`src/sv/assert_macros.svh`:
```
// Assertion macros used by the keyer RTL.
`ifndef ASSERT_MACROS_SVH
`define ASSERT_MACROS_SVH

// consequent holds in the same cycle as the antecedent
`define ASSERT_IMPLY(label, clk, rst_n, ante, cons) \
    label: assert property (@(posedge clk) disable iff (!rst_n) (ante) |-> (cons)) \
        else $error("assertion failed");

// consequent holds in the cycle after the antecedent
`define ASSERT_NEXT(label, clk, rst_n, ante, cons) \
    label: assert property (@(posedge clk) disable iff (!rst_n) (ante) |=> (cons)) \
        else $error("assertion failed");

`endif

```
`src/sv/mmk_pkg.sv`:
```
// Types, register map and message tables for the Morse message keyer.
package mmk_pkg;

    localparam int ADDR_W = 4;

    typedef enum logic [1:0] {
        REG_UNIT     = 2'd0,
        REG_POLL     = 2'd1,
        REG_DEBOUNCE = 2'd2
    } reg_idx_t;

    typedef enum logic [1:0] {
        MSG_NONE = 2'd0,
        MSG_SOS  = 2'd1,
        MSG_YES  = 2'd2,
        MSG_NO   = 2'd3
    } msg_t;

    typedef struct packed {
        logic [15:0] unit_ticks;
        logic [9:0]  poll_ticks;
        logic [9:0]  debounce_ticks;
    } cfg_t;

    typedef struct packed {
        logic       led_on;
        logic [1:0] active_message;
    } res_t;

    localparam logic [15:0] UNIT_RST     = 16'd200;
    localparam logic [9:0]  POLL_RST     = 10'd20;
    localparam logic [9:0]  DEBOUNCE_RST = 10'd20;

    // letters: 0 S, 1 O, 2 Y, 3 E, 4 N
    function automatic logic [2:0] letter_len(input logic [2:0] l);
        logic [2:0] r;
        case (l)
            3'd0:    r = 3'd3;
            3'd1:    r = 3'd3;
            3'd2:    r = 3'd4;
            3'd3:    r = 3'd1;
            3'd4:    r = 3'd2;
            default: r = 3'd3;
        endcase
        return r;
    endfunction

    // bit i set: symbol i is a dash
    function automatic logic [3:0] letter_bits(input logic [2:0] l);
        logic [3:0] r;
        case (l)
            3'd1:    r = 4'h7;
            3'd2:    r = 4'hD;
            3'd4:    r = 4'h1;
            default: r = 4'h0;
        endcase
        return r;
    endfunction

    function automatic logic [1:0] msg_row(input logic [1:0] msg);
        logic [1:0] m;
        m = msg - 2'd1;
        if (m > 2'd2)
            m = 2'd0;
        return m;
    endfunction

    function automatic logic [1:0] msg_len(input logic [1:0] msg);
        return (msg_row(msg) == 2'd2) ? 2'd2 : 2'd3;
    endfunction

    function automatic logic [2:0] msg_letter(input logic [1:0] msg, input logic [1:0] pos);
        logic [1:0] p;
        logic [2:0] r;
        p = (pos == 2'd3) ? 2'd0 : pos;
        r = 3'd0;
        case (msg_row(msg))
            2'd0:    r = (p == 2'd1) ? 3'd1 : 3'd0;
            2'd1:    r = (p == 2'd0) ? 3'd2 : ((p == 2'd1) ? 3'd3 : 3'd0);
            default: r = (p == 2'd0) ? 3'd4 : ((p == 2'd1) ? 3'd1 : 3'd0);
        endcase
        return r;
    endfunction

endpackage

```
`src/sv/morse_message_keyer.sv`:
```
// Morse message keyer top level: tick input register, sequencer, result register.
//
//  channel  dir   beat                       payload
//  s_*      in    one millisecond tick       key levels
//  m_*      out   one result per tick        LED level, active message
//  apb      in    register write or read     unit, poll, debounce ticks
//
// One tick per cycle sustained while the result side is not stalled.
// A tick is registered, then the sequencer updates state and the result register.
// Rate is set by the sequencer, which updates its state once per advancing tick.
// Reset returns to idle polling with the valid flags, sequencer and configuration registers at their defaults.
// A stalled result holds the result register; one more tick may wait in the input register.
`include "assert_macros.svh"

module morse_message_keyer
#(
    parameter int TIMER_BITS = 16
)
(
    input  logic                        clk,
    input  logic                        rst_n,
    input  logic                        s_tvalid,
    output logic                        s_tready,
    input  logic [7:0]                  s_tdata,   // [0] key_up_pressed, [1] key1_pressed, [2] key0_pressed
    output logic                        m_tvalid,
    input  logic                        m_tready,
    output logic [7:0]                  m_tdata,   // [0] led_on, [2:1] active_message
    input  logic                        psel,
    input  logic                        penable,
    input  logic                        pwrite,
    input  logic [mmk_pkg::ADDR_W-1:0]  paddr,
    input  logic [31:0]                 pwdata,
    output logic [31:0]                 prdata,
    output logic                        pready
);

    mmk_pkg::cfg_t cfg;
    mmk_pkg::res_t res;

    logic          s1_valid_reg, s1_valid_next;
    logic [2:0]    s1_keys_reg;
    logic          out_valid_reg, out_valid_next;
    mmk_pkg::res_t out_reg;
    logic          adv;
    logic          take;

    mmk_cfg u_cfg
    (
        .clk     (clk),
        .rst_n   (rst_n),
        .psel    (psel),
        .penable (penable),
        .pwrite  (pwrite),
        .paddr   (paddr),
        .pwdata  (pwdata),
        .prdata  (prdata),
        .pready  (pready),
        .cfg     (cfg)
    );

    mmk_core #(.TIMER_BITS(TIMER_BITS)) u_core
    (
        .clk   (clk),
        .rst_n (rst_n),
        .en    (adv),
        .keys  (s1_keys_reg),
        .cfg   (cfg),
        .res   (res)
    );

    assign adv      = s1_valid_reg && (!out_valid_reg || m_tready);
    assign s_tready = !s1_valid_reg || adv;
    assign take     = s_tvalid && s_tready;

    assign s1_valid_next  = take ? 1'b1 : (adv ? 1'b0 : s1_valid_reg);
    assign out_valid_next = adv ? 1'b1 : (m_tready ? 1'b0 : out_valid_reg);

    assign m_tvalid = out_valid_reg;
    assign m_tdata  = {5'd0, out_reg.active_message, out_reg.led_on};

    always_ff @(posedge clk or negedge rst_n)
    begin
        if (!rst_n)
        begin
            s1_valid_reg  <= 1'b0;
            out_valid_reg <= 1'b0;
        end
        else
        begin
            s1_valid_reg  <= s1_valid_next;
            out_valid_reg <= out_valid_next;
        end
    end

    always_ff @(posedge clk)
    begin
        if (take)
            s1_keys_reg <= s_tdata[2:0];
        if (adv)
            out_reg <= res;
    end

    `ASSERT_IMPLY(a_led_has_msg, clk, rst_n, m_tvalid && m_tdata[0], m_tdata[2:1] != 2'd0)
    `ASSERT_IMPLY(a_stall_has_item, clk, rst_n, !s_tready, s1_valid_reg && out_valid_reg)
    `ASSERT_NEXT(a_take_loads, clk, rst_n, s_tvalid && s_tready, s1_valid_reg)
    `ASSERT_NEXT(a_adv_shows, clk, rst_n, adv, m_tvalid)

endmodule

```
`src/sv/mmk_cfg.sv`:
```
// APB register file for unit, poll and debounce intervals.
module mmk_cfg
(
    input  logic                        clk,
    input  logic                        rst_n,
    input  logic                        psel,
    input  logic                        penable,
    input  logic                        pwrite,
    input  logic [mmk_pkg::ADDR_W-1:0]  paddr,
    input  logic [31:0]                 pwdata,
    output logic [31:0]                 prdata,
    output logic                        pready,
    output mmk_pkg::cfg_t               cfg
);

    mmk_pkg::cfg_t    cfg_reg;
    mmk_pkg::cfg_t    cfg_next;
    mmk_pkg::reg_idx_t idx;

    assign idx    = mmk_pkg::reg_idx_t'(paddr[3:2]);
    assign pready = 1'b1;
    assign cfg    = cfg_reg;

    always_comb
    begin
        cfg_next = cfg_reg;
        if (psel && penable && pwrite)
        begin
            unique case (idx)
                mmk_pkg::REG_UNIT:     cfg_next.unit_ticks     = pwdata[15:0];
                mmk_pkg::REG_POLL:     cfg_next.poll_ticks     = pwdata[9:0];
                mmk_pkg::REG_DEBOUNCE: cfg_next.debounce_ticks = pwdata[9:0];
                default: ;
            endcase
        end
    end

    always_comb
    begin
        unique case (idx)
            mmk_pkg::REG_UNIT:     prdata = {16'd0, cfg_reg.unit_ticks};
            mmk_pkg::REG_POLL:     prdata = {22'd0, cfg_reg.poll_ticks};
            mmk_pkg::REG_DEBOUNCE: prdata = {22'd0, cfg_reg.debounce_ticks};
            default:               prdata = 32'd0;
        endcase
    end

    always_ff @(posedge clk or negedge rst_n)
    begin
        if (!rst_n)
        begin
            cfg_reg.unit_ticks     <= mmk_pkg::UNIT_RST;
            cfg_reg.poll_ticks     <= mmk_pkg::POLL_RST;
            cfg_reg.debounce_ticks <= mmk_pkg::DEBOUNCE_RST;
        end
        else
        begin
            cfg_reg <= cfg_next;
        end
    end

endmodule

```
`src/sv/mmk_core.sv`:
```
// Keyer sequencer: key polling, debounce, symbol timing and release wait.
module mmk_core
#(
    parameter int TIMER_BITS = 16
)
(
    input  logic           clk,
    input  logic           rst_n,
    input  logic           en,
    input  logic [2:0]     keys,
    input  mmk_pkg::cfg_t  cfg,
    output mmk_pkg::res_t  res
);

    localparam int CW = (TIMER_BITS > 10) ? TIMER_BITS : 10;
    localparam logic [32:0] TMAX = (33'd1 << TIMER_BITS) - 33'd1;

    typedef enum logic [2:0] {
        PH_IDLE     = 3'd0,
        PH_DEBOUNCE = 3'd1,
        PH_MARK     = 3'd2,
        PH_SPACE    = 3'd3,
        PH_LGAP     = 3'd4,
        PH_MGAP     = 3'd5,
        PH_RELEASE  = 3'd6
    } phase_t;

    function automatic logic [CW-1:0] clamp(input logic [15:0] t);
        logic [32:0] w;
        w = {17'd0, t};
        if (w == 33'd0)
            w = 33'd1;
        if (w > TMAX)
            w = TMAX;
        return w[CW-1:0];
    endfunction

    phase_t        phase_reg,  phase_next;
    logic [CW-1:0] wait_reg,   wait_next;
    logic [2:0]    units_reg,  units_next;
    logic [1:0]    msg_reg,    msg_next;
    logic [1:0]    letter_reg, letter_next;
    logic [2:0]    sym_reg,    sym_next;
    logic [1:0]    kut_reg,    kut_next;
    logic          led_reg,    led_next;

    logic          act;
    logic          do_scan;
    logic [1:0]    scan_from;
    logic          do_sym;
    logic          found;
    logic [1:0]    found_k;
    logic [2:0]    cand;
    logic [2:0]    cur_l;
    logic [3:0]    dash_bits;
    logic [2:0]    lp1;

    always_comb
    begin
        phase_next  = phase_reg;
        wait_next   = wait_reg;
        units_next  = units_reg;
        msg_next    = msg_reg;
        letter_next = letter_reg;
        sym_next    = sym_reg;
        kut_next    = kut_reg;
        led_next    = led_reg;
        act         = 1'b1;
        do_scan     = 1'b0;
        scan_from   = 2'd0;
        do_sym      = 1'b0;
        found       = 1'b0;
        found_k     = 2'd0;
        cand        = 3'd0;
        cur_l       = 3'd0;
        dash_bits   = 4'd0;
        lp1         = 3'd0;

        if (wait_reg != '0)
        begin
            wait_next = wait_reg - CW'(1);
            if (wait_next == '0 && units_reg > 3'd1)
            begin
                units_next = units_reg - 3'd1;
                wait_next  = clamp(cfg.unit_ticks);
            end
            if (wait_next != '0)
                act = 1'b0;
        end

        if (act)
        begin
            unique case (phase_reg)
                PH_DEBOUNCE:
                begin
                    if (kut_reg != 2'd3 && keys[kut_reg])
                    begin
                        msg_next    = kut_reg + 2'd1;
                        letter_next = 2'd0;
                        sym_next    = 3'd0;
                        do_sym      = 1'b1;
                    end
                    else
                    begin
                        do_scan   = 1'b1;
                        scan_from = kut_reg + 2'd1;
                    end
                end
                PH_MARK:
                begin
                    led_next   = 1'b0;
                    phase_next = PH_SPACE;
                    sym_next   = sym_reg + 3'd1;
                    wait_next  = clamp(cfg.unit_ticks);
                    units_next = 3'd1;
                end
                PH_SPACE:
                begin
                    cur_l = mmk_pkg::msg_letter(msg_reg, letter_reg);
                    lp1   = {1'b0, letter_reg} + 3'd1;
                    if (sym_reg < mmk_pkg::letter_len(cur_l))
                    begin
                        do_sym = 1'b1;
                    end
                    else if (lp1 < {1'b0, mmk_pkg::msg_len(msg_reg)})
                    begin
                        phase_next = PH_LGAP;
                        wait_next  = clamp(cfg.unit_ticks);
                        units_next = 3'd2;
                    end
                    else
                    begin
                        phase_next = PH_MGAP;
                        wait_next  = clamp(cfg.unit_ticks);
                        units_next = 3'd7;
                    end
                end
                PH_LGAP:
                begin
                    letter_next = letter_reg + 2'd1;
                    sym_next    = 3'd0;
                    do_sym      = 1'b1;
                end
                PH_MGAP, PH_RELEASE:
                begin
                    msg_next = mmk_pkg::MSG_NONE;
                    if (kut_reg != 2'd3 && keys[kut_reg])
                    begin
                        phase_next = PH_RELEASE;
                        wait_next  = clamp({6'd0, cfg.poll_ticks});
                        units_next = 3'd1;
                    end
                    else
                    begin
                        do_scan = 1'b1;
                    end
                end
                default:
                begin
                    do_scan = 1'b1;
                end
            endcase
        end

        if (do_scan)
        begin
            cand[0] = keys[0] && (scan_from == 2'd0);
            cand[1] = keys[1] && (scan_from <= 2'd1);
            cand[2] = keys[2] && (scan_from <= 2'd2);
            found   = (cand != 3'd0);
            found_k = cand[0] ? 2'd0 : (cand[1] ? 2'd1 : 2'd2);
            if (!found)
            begin
                phase_next = PH_IDLE;
                kut_next   = 2'd0;
                wait_next  = clamp({6'd0, cfg.poll_ticks});
                units_next = 3'd1;
            end
            else if (cfg.debounce_ticks == 10'd0)
            begin
                kut_next    = found_k;
                msg_next    = found_k + 2'd1;
                letter_next = 2'd0;
                sym_next    = 3'd0;
                do_sym      = 1'b1;
            end
            else
            begin
                phase_next = PH_DEBOUNCE;
                kut_next   = found_k;
                wait_next  = CW'(cfg.debounce_ticks);
                units_next = 3'd1;
            end
        end

        if (do_sym)
        begin
            dash_bits  = mmk_pkg::letter_bits(mmk_pkg::msg_letter(msg_next, letter_next));
            phase_next = PH_MARK;
            led_next   = 1'b1;
            wait_next  = clamp(cfg.unit_ticks);
            units_next = dash_bits[sym_next[1:0]] ? 3'd3 : 3'd1;
        end
    end

    assign res.led_on = led_next;
    assign res.active_message = (phase_next == PH_MARK || phase_next == PH_SPACE ||
                                 phase_next == PH_LGAP || phase_next == PH_MGAP)
                                ? msg_next : mmk_pkg::MSG_NONE;

    always_ff @(posedge clk or negedge rst_n)
    begin
        if (!rst_n)
        begin
            phase_reg  <= PH_IDLE;
            wait_reg   <= '0;
            units_reg  <= 3'd0;
            msg_reg    <= mmk_pkg::MSG_NONE;
            letter_reg <= 2'd0;
            sym_reg    <= 3'd0;
            kut_reg    <= 2'd0;
            led_reg    <= 1'b0;
        end
        else if (en)
        begin
            phase_reg  <= phase_next;
            wait_reg   <= wait_next;
            units_reg  <= units_next;
            msg_reg    <= msg_next;
            letter_reg <= letter_next;
            sym_reg    <= sym_next;
            kut_reg    <= kut_next;
            led_reg    <= led_next;
        end
    end

endmodule

```
`config.mk`:
```
export PLATFORM = sky130hd
export DESIGN_NAME = morse_message_keyer
export DESIGN_NICKNAME = d
export VERILOG_FILES = /design/src/sv/mmk_pkg.sv /design/src/sv/morse_message_keyer.sv /design/src/sv/mmk_cfg.sv /design/src/sv/mmk_core.sv
export VERILOG_INCLUDE_DIRS = /design/src /design/src/sv
export SDC_FILE = /design/constraint.sdc
export NUM_CORES = 1
export LEC_CHECK = 0
export ABC_CLOCK_PERIOD_IN_PS = 13100
export BUFFER_PORTS_ARGS = -buffer_cell sky130_fd_sc_hd__buf_4
export CAP_MARGIN = 0
export CORE_ASPECT_RATIO = 0.5
export CORE_MARGIN = 2
export CORE_UTILIZATION = 41
export CTS_CLUSTER_DIAMETER = 200
export CTS_CLUSTER_SIZE = 14
export DETAILED_ROUTE_END_ITERATION = 12
export SLEW_MARGIN = 40
export SYNTH_ARGS = -nofsm -noshare
export SYNTH_HDL_FRONTEND = slang
export SYNTH_HIERARCHICAL = 1
export SYNTH_SLANG_ARGS = --single-unit
export TNS_END_PERCENT = 10
```
`constraint.sdc`:
```
create_clock -name clk -period 13.1 [get_ports clk]
set_input_delay 0 -clock clk [delete_from_list [all_inputs] [get_ports clk]]
set_output_delay 0 -clock clk [all_outputs]
set_load 0.02 [all_outputs]
```
=== Yosys cells after proc, flatten, opt, wreduce, memory -nomap -nowiden ===
Cells that the tools add are included.

* Register bits after elaboration: 76
* Input port bits: 51
* Output and inout bits: 43

* $add $sub $neg: 9
* $lt $le $gt $ge: 16
* Eq/ne operators: 26
* Multiplexer cells: 137
* Reduce and logical (&&, ||, !) cells: 38

{| class="wikitable"
|+ Operator list
! kind !! number
|-
| 33-bit 2-to-1 mux || 18
|-
| 16-bit 2-to-1 mux || 19
|-
| 33-bit by 16-bit greater-than comparator with 1-bit output (second input constant) || 7
|-
| 16-bit case mux with 3 select lines || 2
|-
| 3-bit 2-to-1 mux || 31
|-
| 2-bit 2-to-1 mux || 29
|-
| 3-bit case mux with 3 select lines || 4
|-
| 16-bit logical NOT || 2
|-
| 16-bit nonzero test || 2
|-
| 1-bit 2-to-1 mux || 23
|-
| 3-bit by 2-bit == test with 1-bit output (second input constant) || 7
|-
| 3-bit == test (second input constant) || 7
|-
| 10-bit logical NOT || 2
|-
| 16-bit by 1-bit subtractor with 16-bit output (second input constant) || 1
|-
| 2-bit logical NOT || 6
|-
| 3-bit case mux with 2 select lines || 2
|-
| 4-bit case mux with 3 select lines || 1
|-
| 2-bit by 1-bit == test with 1-bit output (second input constant) || 5
|-
| 10-bit 2-to-1 mux || 1
|-
| 1-bit logical AND || 9
|-
| 2-bit == test (second input constant) || 4
|-
| 2-bit case mux with 2 select lines || 2
|-
| 2-bit AND reduction || 4
|-
| 2-bit by 1-bit adder with 2-bit output (second input constant) || 3
|-
| 23 further kinds || 35
|}

=== Depth between registers and ports, before layout ===
* Depth in word-level cells: 42
* Depth in mapped cells: 19
* Depth with buffers taken out: 17

=== Cells and area by module ===
Netlist, hierarchy kept.

{| class="wikitable"
|+ By module, submodules not included
! module !! times used !! cells each !! area an instance (sq um)
|-
| mmk_core || 1 || 498 || 3706.1
|-
| mmk_cfg || 1 || 140 || 1823.0
|-
| morse_message_keyer || 1 || 20 || 325.3
|}

=== Worst setup path before layout ===
Ideal clock, no wire load.

* Path kind: flip-flop to flip-flop
* Start: reg u_core.wait_reg[0]
* End: reg u_core.units_reg[1]
* Setup time: 79 ps
* Arrival time: 4568 ps
* Required time: 13021 ps
* Path slack: 8453 ps
* Stages on the path, launching flop included: 19
* Buffers on the path: 2
* Clock period less this slack: 4647 ps
* Path through: dfrtp_1 -> clkbuf_1 -> inv_1 -> ha_1 -> buf_2 -> or4b_4 -> or4_1 -> xnor2_1 -> nor4_1 -> a31oi_4 -> o21a_1 -> o22ai_2 -> a21oi_1 -> nor2_1 -> inv_1 -> ha_1 -> or3b_1 -> mux2i_1 -> mux2i_1

* Elaborated cells between the ends (all ways): 71

{| class="wikitable"
|+ RTL lines
! what !! line !! RTL
|-
| from (decl) || mmk_core.sv:39 || <nowiki>logic [CW-1:0] wait_reg, wait_next;</nowiki>
|-
| from (signal assigned) || mmk_core.sv:227 || <nowiki>wait_reg <= wait_next;</nowiki>
|-
| 16-bit by 1-bit subtractor with 16-bit output || mmk_core.sv:81 || <nowiki>wait_next = wait_reg - CW'(1);</nowiki>
|-
| 16-bit logical NOT || mmk_core.sv:82 || <nowiki>if (wait_next == '0 && units_reg > 3'd1)</nowiki>
|-
| 1-bit logical AND || mmk_core.sv:82 ||
|-
| 16-bit 2-to-1 mux || mmk_core.sv:82 ||
|-
| 16-bit 2-to-1 mux || mmk_core.sv:79 || <nowiki>if (wait_reg != '0)</nowiki>
|-
| 16-bit nonzero test || mmk_core.sv:87 || <nowiki>if (wait_next != '0)</nowiki>
|-
| 1-bit 2-to-1 mux || mmk_core.sv:87 ||
|-
| 1-bit 2-to-1 mux * || mmk_core.sv:79 ||
|-
| (+6 left out) || - ||
|-
| via u_core.letter_next[1] || mmk_core.sv:42 || <nowiki>logic [1:0] letter_reg, letter_next;</nowiki>
|-
| (+6 left out) || - ||
|-
| 3-bit 2-to-1 mux * || mmk_core.sv:196 || <nowiki>if (do_sym)</nowiki>
|-
| 3-bit == test (tied with other cells) || mmk_pkg.sv:51 || <nowiki>case (l)</nowiki>
|-
| 4-bit case mux with 3 select lines * || mmk_pkg.sv:51 ||
|-
| 4-bit 2-to-1 mux * || mmk_core.sv:196 ||
|-
| 1-bit binary-select mux with 2-bit select * || mmk_core.sv:202 || <nowiki>units_next = dash_bits[sym_next[1:0]] ? 3'd3 : 3'd1;</nowiki>
|-
| 1-bit 2-to-1 mux (implied by the code) * || mmk_core.sv:202 ||
|-
| 2-bit 2-to-1 mux * || mmk_core.sv:202 ||
|-
| 3-bit 2-to-1 mux * || mmk_core.sv:196 ||
|-
| to (signal assigned) || mmk_core.sv:228 || <nowiki>units_reg <= units_next;</nowiki>
|-
| to (decl) || mmk_core.sv:40 || <nowiki>logic [2:0] units_reg, units_next;</nowiki>
|}

The timed path passes the listed nets; every way through them passes the cells marked *. The select of a mux whose other input is x is not followed.
A chain may end at the register's enable or synchronous reset.

=== Worst setup path in the final report ===
* Start: reg u_core.wait_reg[1]
* End: reg u_core.units_reg[1]

Same word-level chain as after synthesis.

==> impl_metrics.toml <==
[run_status]
status = "finished clean"

[worst_setup_path]
crit_arrival_ns = 5.71
crit_type = "flip-flop to flip-flop"
regToRegSetupSlack_ns = 7.65
timing.rr.end = "u_core/units_reg[1]"
cp_data_required_time_ns = 13.36
rr_worst_depth = 16
worstPathCellList = "inv_1, ha_1, or4b_4, or3_4, a2111oi_4, nor4b_4, a31oi_4, o21a_1, o22ai_2, a21oi_1, nor2_1, inv_1, ha_1, or3b_1, mux2i_1, mux2i_1"
path_buf_inv = 2
slowest_stage = "or4b_4"
r2r-start = "u_core/wait_reg[1]"
cp-end-kind = "flip-flop"
max_stage_delay_ns = 0.56
crit_path_max_fanout = 15
worstSetupStartpointType = "flip-flop"
path_delay_family = "simple AND/OR/NAND/NOR gates"

[routing]
first_iter_violations = 437
top_layer = "met4"
route.antenna.remaining_nets = 0
dr.pass1.iters = 5
dr_wl_met2_um = 7020
met3_length_um = 1080
drt-vias-per-instance = 5.82
drcViolationCount = 0
vias = 5242
drt-total-wl_um = 16300
wire_per_inst_um = 18.1
m1WireLength_um = 7990

[sta]
fin_ws_ns = 7.65
setup_viol = 0
fmax_mhz = 183
setup_tns_ns = 0
fin_crit_ns = 5.45
worst_slew_pin_slew_ns = 0.908
final-hold-violation-count = 0
relSlewSlack_pct = 38.7
whs_ns = 0.187
slew_violations = 0
fin_skew_ns = 0.00874
rsz0062_at_grt = "false"
finalCritPeriodShare_pct = 41.6

[power]
p_int_mw = 0.542
ir_drop_mv = 0.0673
power_mw = 0.886
switchingPower_mw = 0.344
clkPwrFrac_pct = 28.1
p_leak_nw = 2.67
pwr-share-seq_pct = 42.3
p_per_area_nw_per_um2 = 132
switching_share_pct = 38.8
combPwrFrac_pct = 29.6

[synth]
synthCells = 658
synth_fa_ha_area_share_pct = 3.16
yosysSeqAreaShare_pct = 33.1
avgSynthCellArea_um2 = 8.90
synthMuxAreaShare_pct = 12.1
synth_flop_cell = "dfrtp_1"
ys_warn_count = 6
ys_async_sr_fraction_pct = 92.1
synth_top_family_by_area = "simple AND/OR/NAND/NOR gates"
syn-cell-area_um2 = 5850
synthSimpleGateAreaFrac_pct = 21.7
yosysUniqueCellTypes = 93
ys_seq_elements = 76
synth_compound_area_share_pct = 21.2
synth_xor_area_share_pct = 1.05
synth_edf_count = 6

[global_routing]
overflow = 0
grt_pass1_wl_um = 26300
antenna_found_initial = 0
grt_pass1_vias = 4798
grt_start_max_net_pins = 71
grtUsageTotal_pct = 21.7

[final_layout]
finalNonFillerCells = 900
drive_gt1_share_pct = 21.0
fillers = 1349
largest_register_ffs = 36
antenna_cells = 0
area_delta_synth_final_pct = 14.9
fin_nets = 768

[floorplan]
die_y_um = 88.5
io_pins = 94
rows = 30
core-area_um2 = 13700
dieArea_um2 = 15300
initial_core_util_pct = 42.6
die_w_um = 173

[placed_design]
gp_congestion = 0.913
pre_cts_ws_ns = 7.66
portBuffers = 48
dp_hpwl_um = 11400
placed_cells_incl_taps = 861

[clock_network]
cts_tree = "built"
htree_num_levels = 3
numCtsBuffers = 9
clkLatencyLatePin_ns = 0.34
post-cts-setup-buffers = 0
cts_resized = 0
clkSinkCount = 76
hold_buffers = 23
cts-root-buf = "clkbuf_16"
cts_buffer_depth = 2
clkTransAtPathRegs_ns = 0.07

[worst_hold_path]
hold_path.class = "primary input to flip-flop"
hold_start = "penable"
worstHoldEndpoint = "u_cfg/cfg[34]"
hold_depth = 4

[flow_run]
cap_violations = 0
## area by class of cell
class | instances | area (um2) | share of cell area (%)
sequential | 76 | 1940 | 28.9
multi-input combinational | 523 | 3560 | 52.9
tap | 192 | 240 | 3.57
clock inverter | 7 | 65.1 | 0.968
timing repair buffer | 75 | 628 | 9.34
clock buffer | 9 | 225 | 3.35
inverter | 18 | 67.6 | 1.00
## synthesized netlist by cell type (all sizes together) (7+ instances only)
cell    count  area, um2
nor2       56        213
nor3       23        136
o211ai      8       60.1
o22ai       7       50.1
nand3      12       70.1
a21oi      32        164
buf        37        283
nand2b     10       62.6
ha         14        175
and2       13       83.8
clkbuf     23       86.3
nand2      76        288
mux2       42        510
a31oi      15        109
o21ai      40        200
dfstp       7        184
nor4       11       68.8
inv        16       60.1
mux2i      20        200
dfrtp      63       1580
## how the worst max path moves through the flow
| stage | to | cells after the start | start | slack [ns] |
|---|---|---|---|---|
| floorplan | u_core/units_reg[1] | 18 | u_core/wait_reg[0] | 8.45 |
| global placement | u_core/units_reg[1] | 16 | u_core/wait_reg[0] | 7.71 |
| detailed placement | u_core/units_reg[1] | 16 | u_core/wait_reg[0] | 7.66 |
| CTS | u_core/units_reg[1] | 16 | u_core/wait_reg[0] | 7.62 |
| global route | u_core/units_reg[1] | 16 | u_core/wait_reg[0] | 7.39 |
| finish | u_core/units_reg[1] | 16 | u_core/wait_reg[1] | 7.65 |
## metal layers
layer  vias to the layer above  global-route usage, %
met1                      2541                   31.6
met2                       205                   33.9
met4                         0                   5.24
li1                       2473                      -
met3                        23                   3.48
met5                         -                      0
## logic make-up (layout without fill, tap and decap cells)
kind of cell	after synthesis	count (layout)
flip-flops	76	76
buffers and inverters	78	109
multiplexers	62	62
AO/OA/AOI/OAI	174	174
XOR/XNOR	7	7
adder cells (fa/ha/maj)	15	15
AND/OR/NAND/NOR	243	243
other	3	22
## placed cells by master, fill, tap and decap left out, drive strengths merged, types with 13 or more instances in the layout
cell	netlist	layout
mux2i	20	20
dfrtp	63	63
mux2	42	42
ha	14	14
inv	16	22
a31oi	15	15
a21oi	32	32
and2	13	13
nor2	56	56
dlygate4sd3	0	23
conb	3	22
buf	37	52
o21ai	40	40
nor3	23	23
nand2	76	76
## tightest hold or removal path: cells and delay by family
family | cells | cell delay (ns)
mux | 1 | 0.20
simple gates | 2 | 0.18
buf+inv | 1 | 0.11
## power by group through the flow
stage / Clock [mW] / Combinational, mW / Sequential [mW]
2_1_floorplan: 0 / 0.233 / 0.325
3_3_place_gp: 0 / 0.248 / 0.374
3_5_place_dp: 0 / 0.252 / 0.377
4_1_cts: 0.254 / 0.259 / 0.373
5_1_grt: 0.264 / 0.290 / 0.384
6_report: 0.249 / 0.262 / 0.374
## through the flow
stage          area, um2  util, %
2_1_floorplan       5930        -
3_3_place_gp        6180     45.0
3_5_place_dp        6190     45.1
4_1_cts             6720     48.9
5_1_grt             6720     48.9
6_report            6720     48.9
No activity file was read; power rests on OpenSTA's default activity.
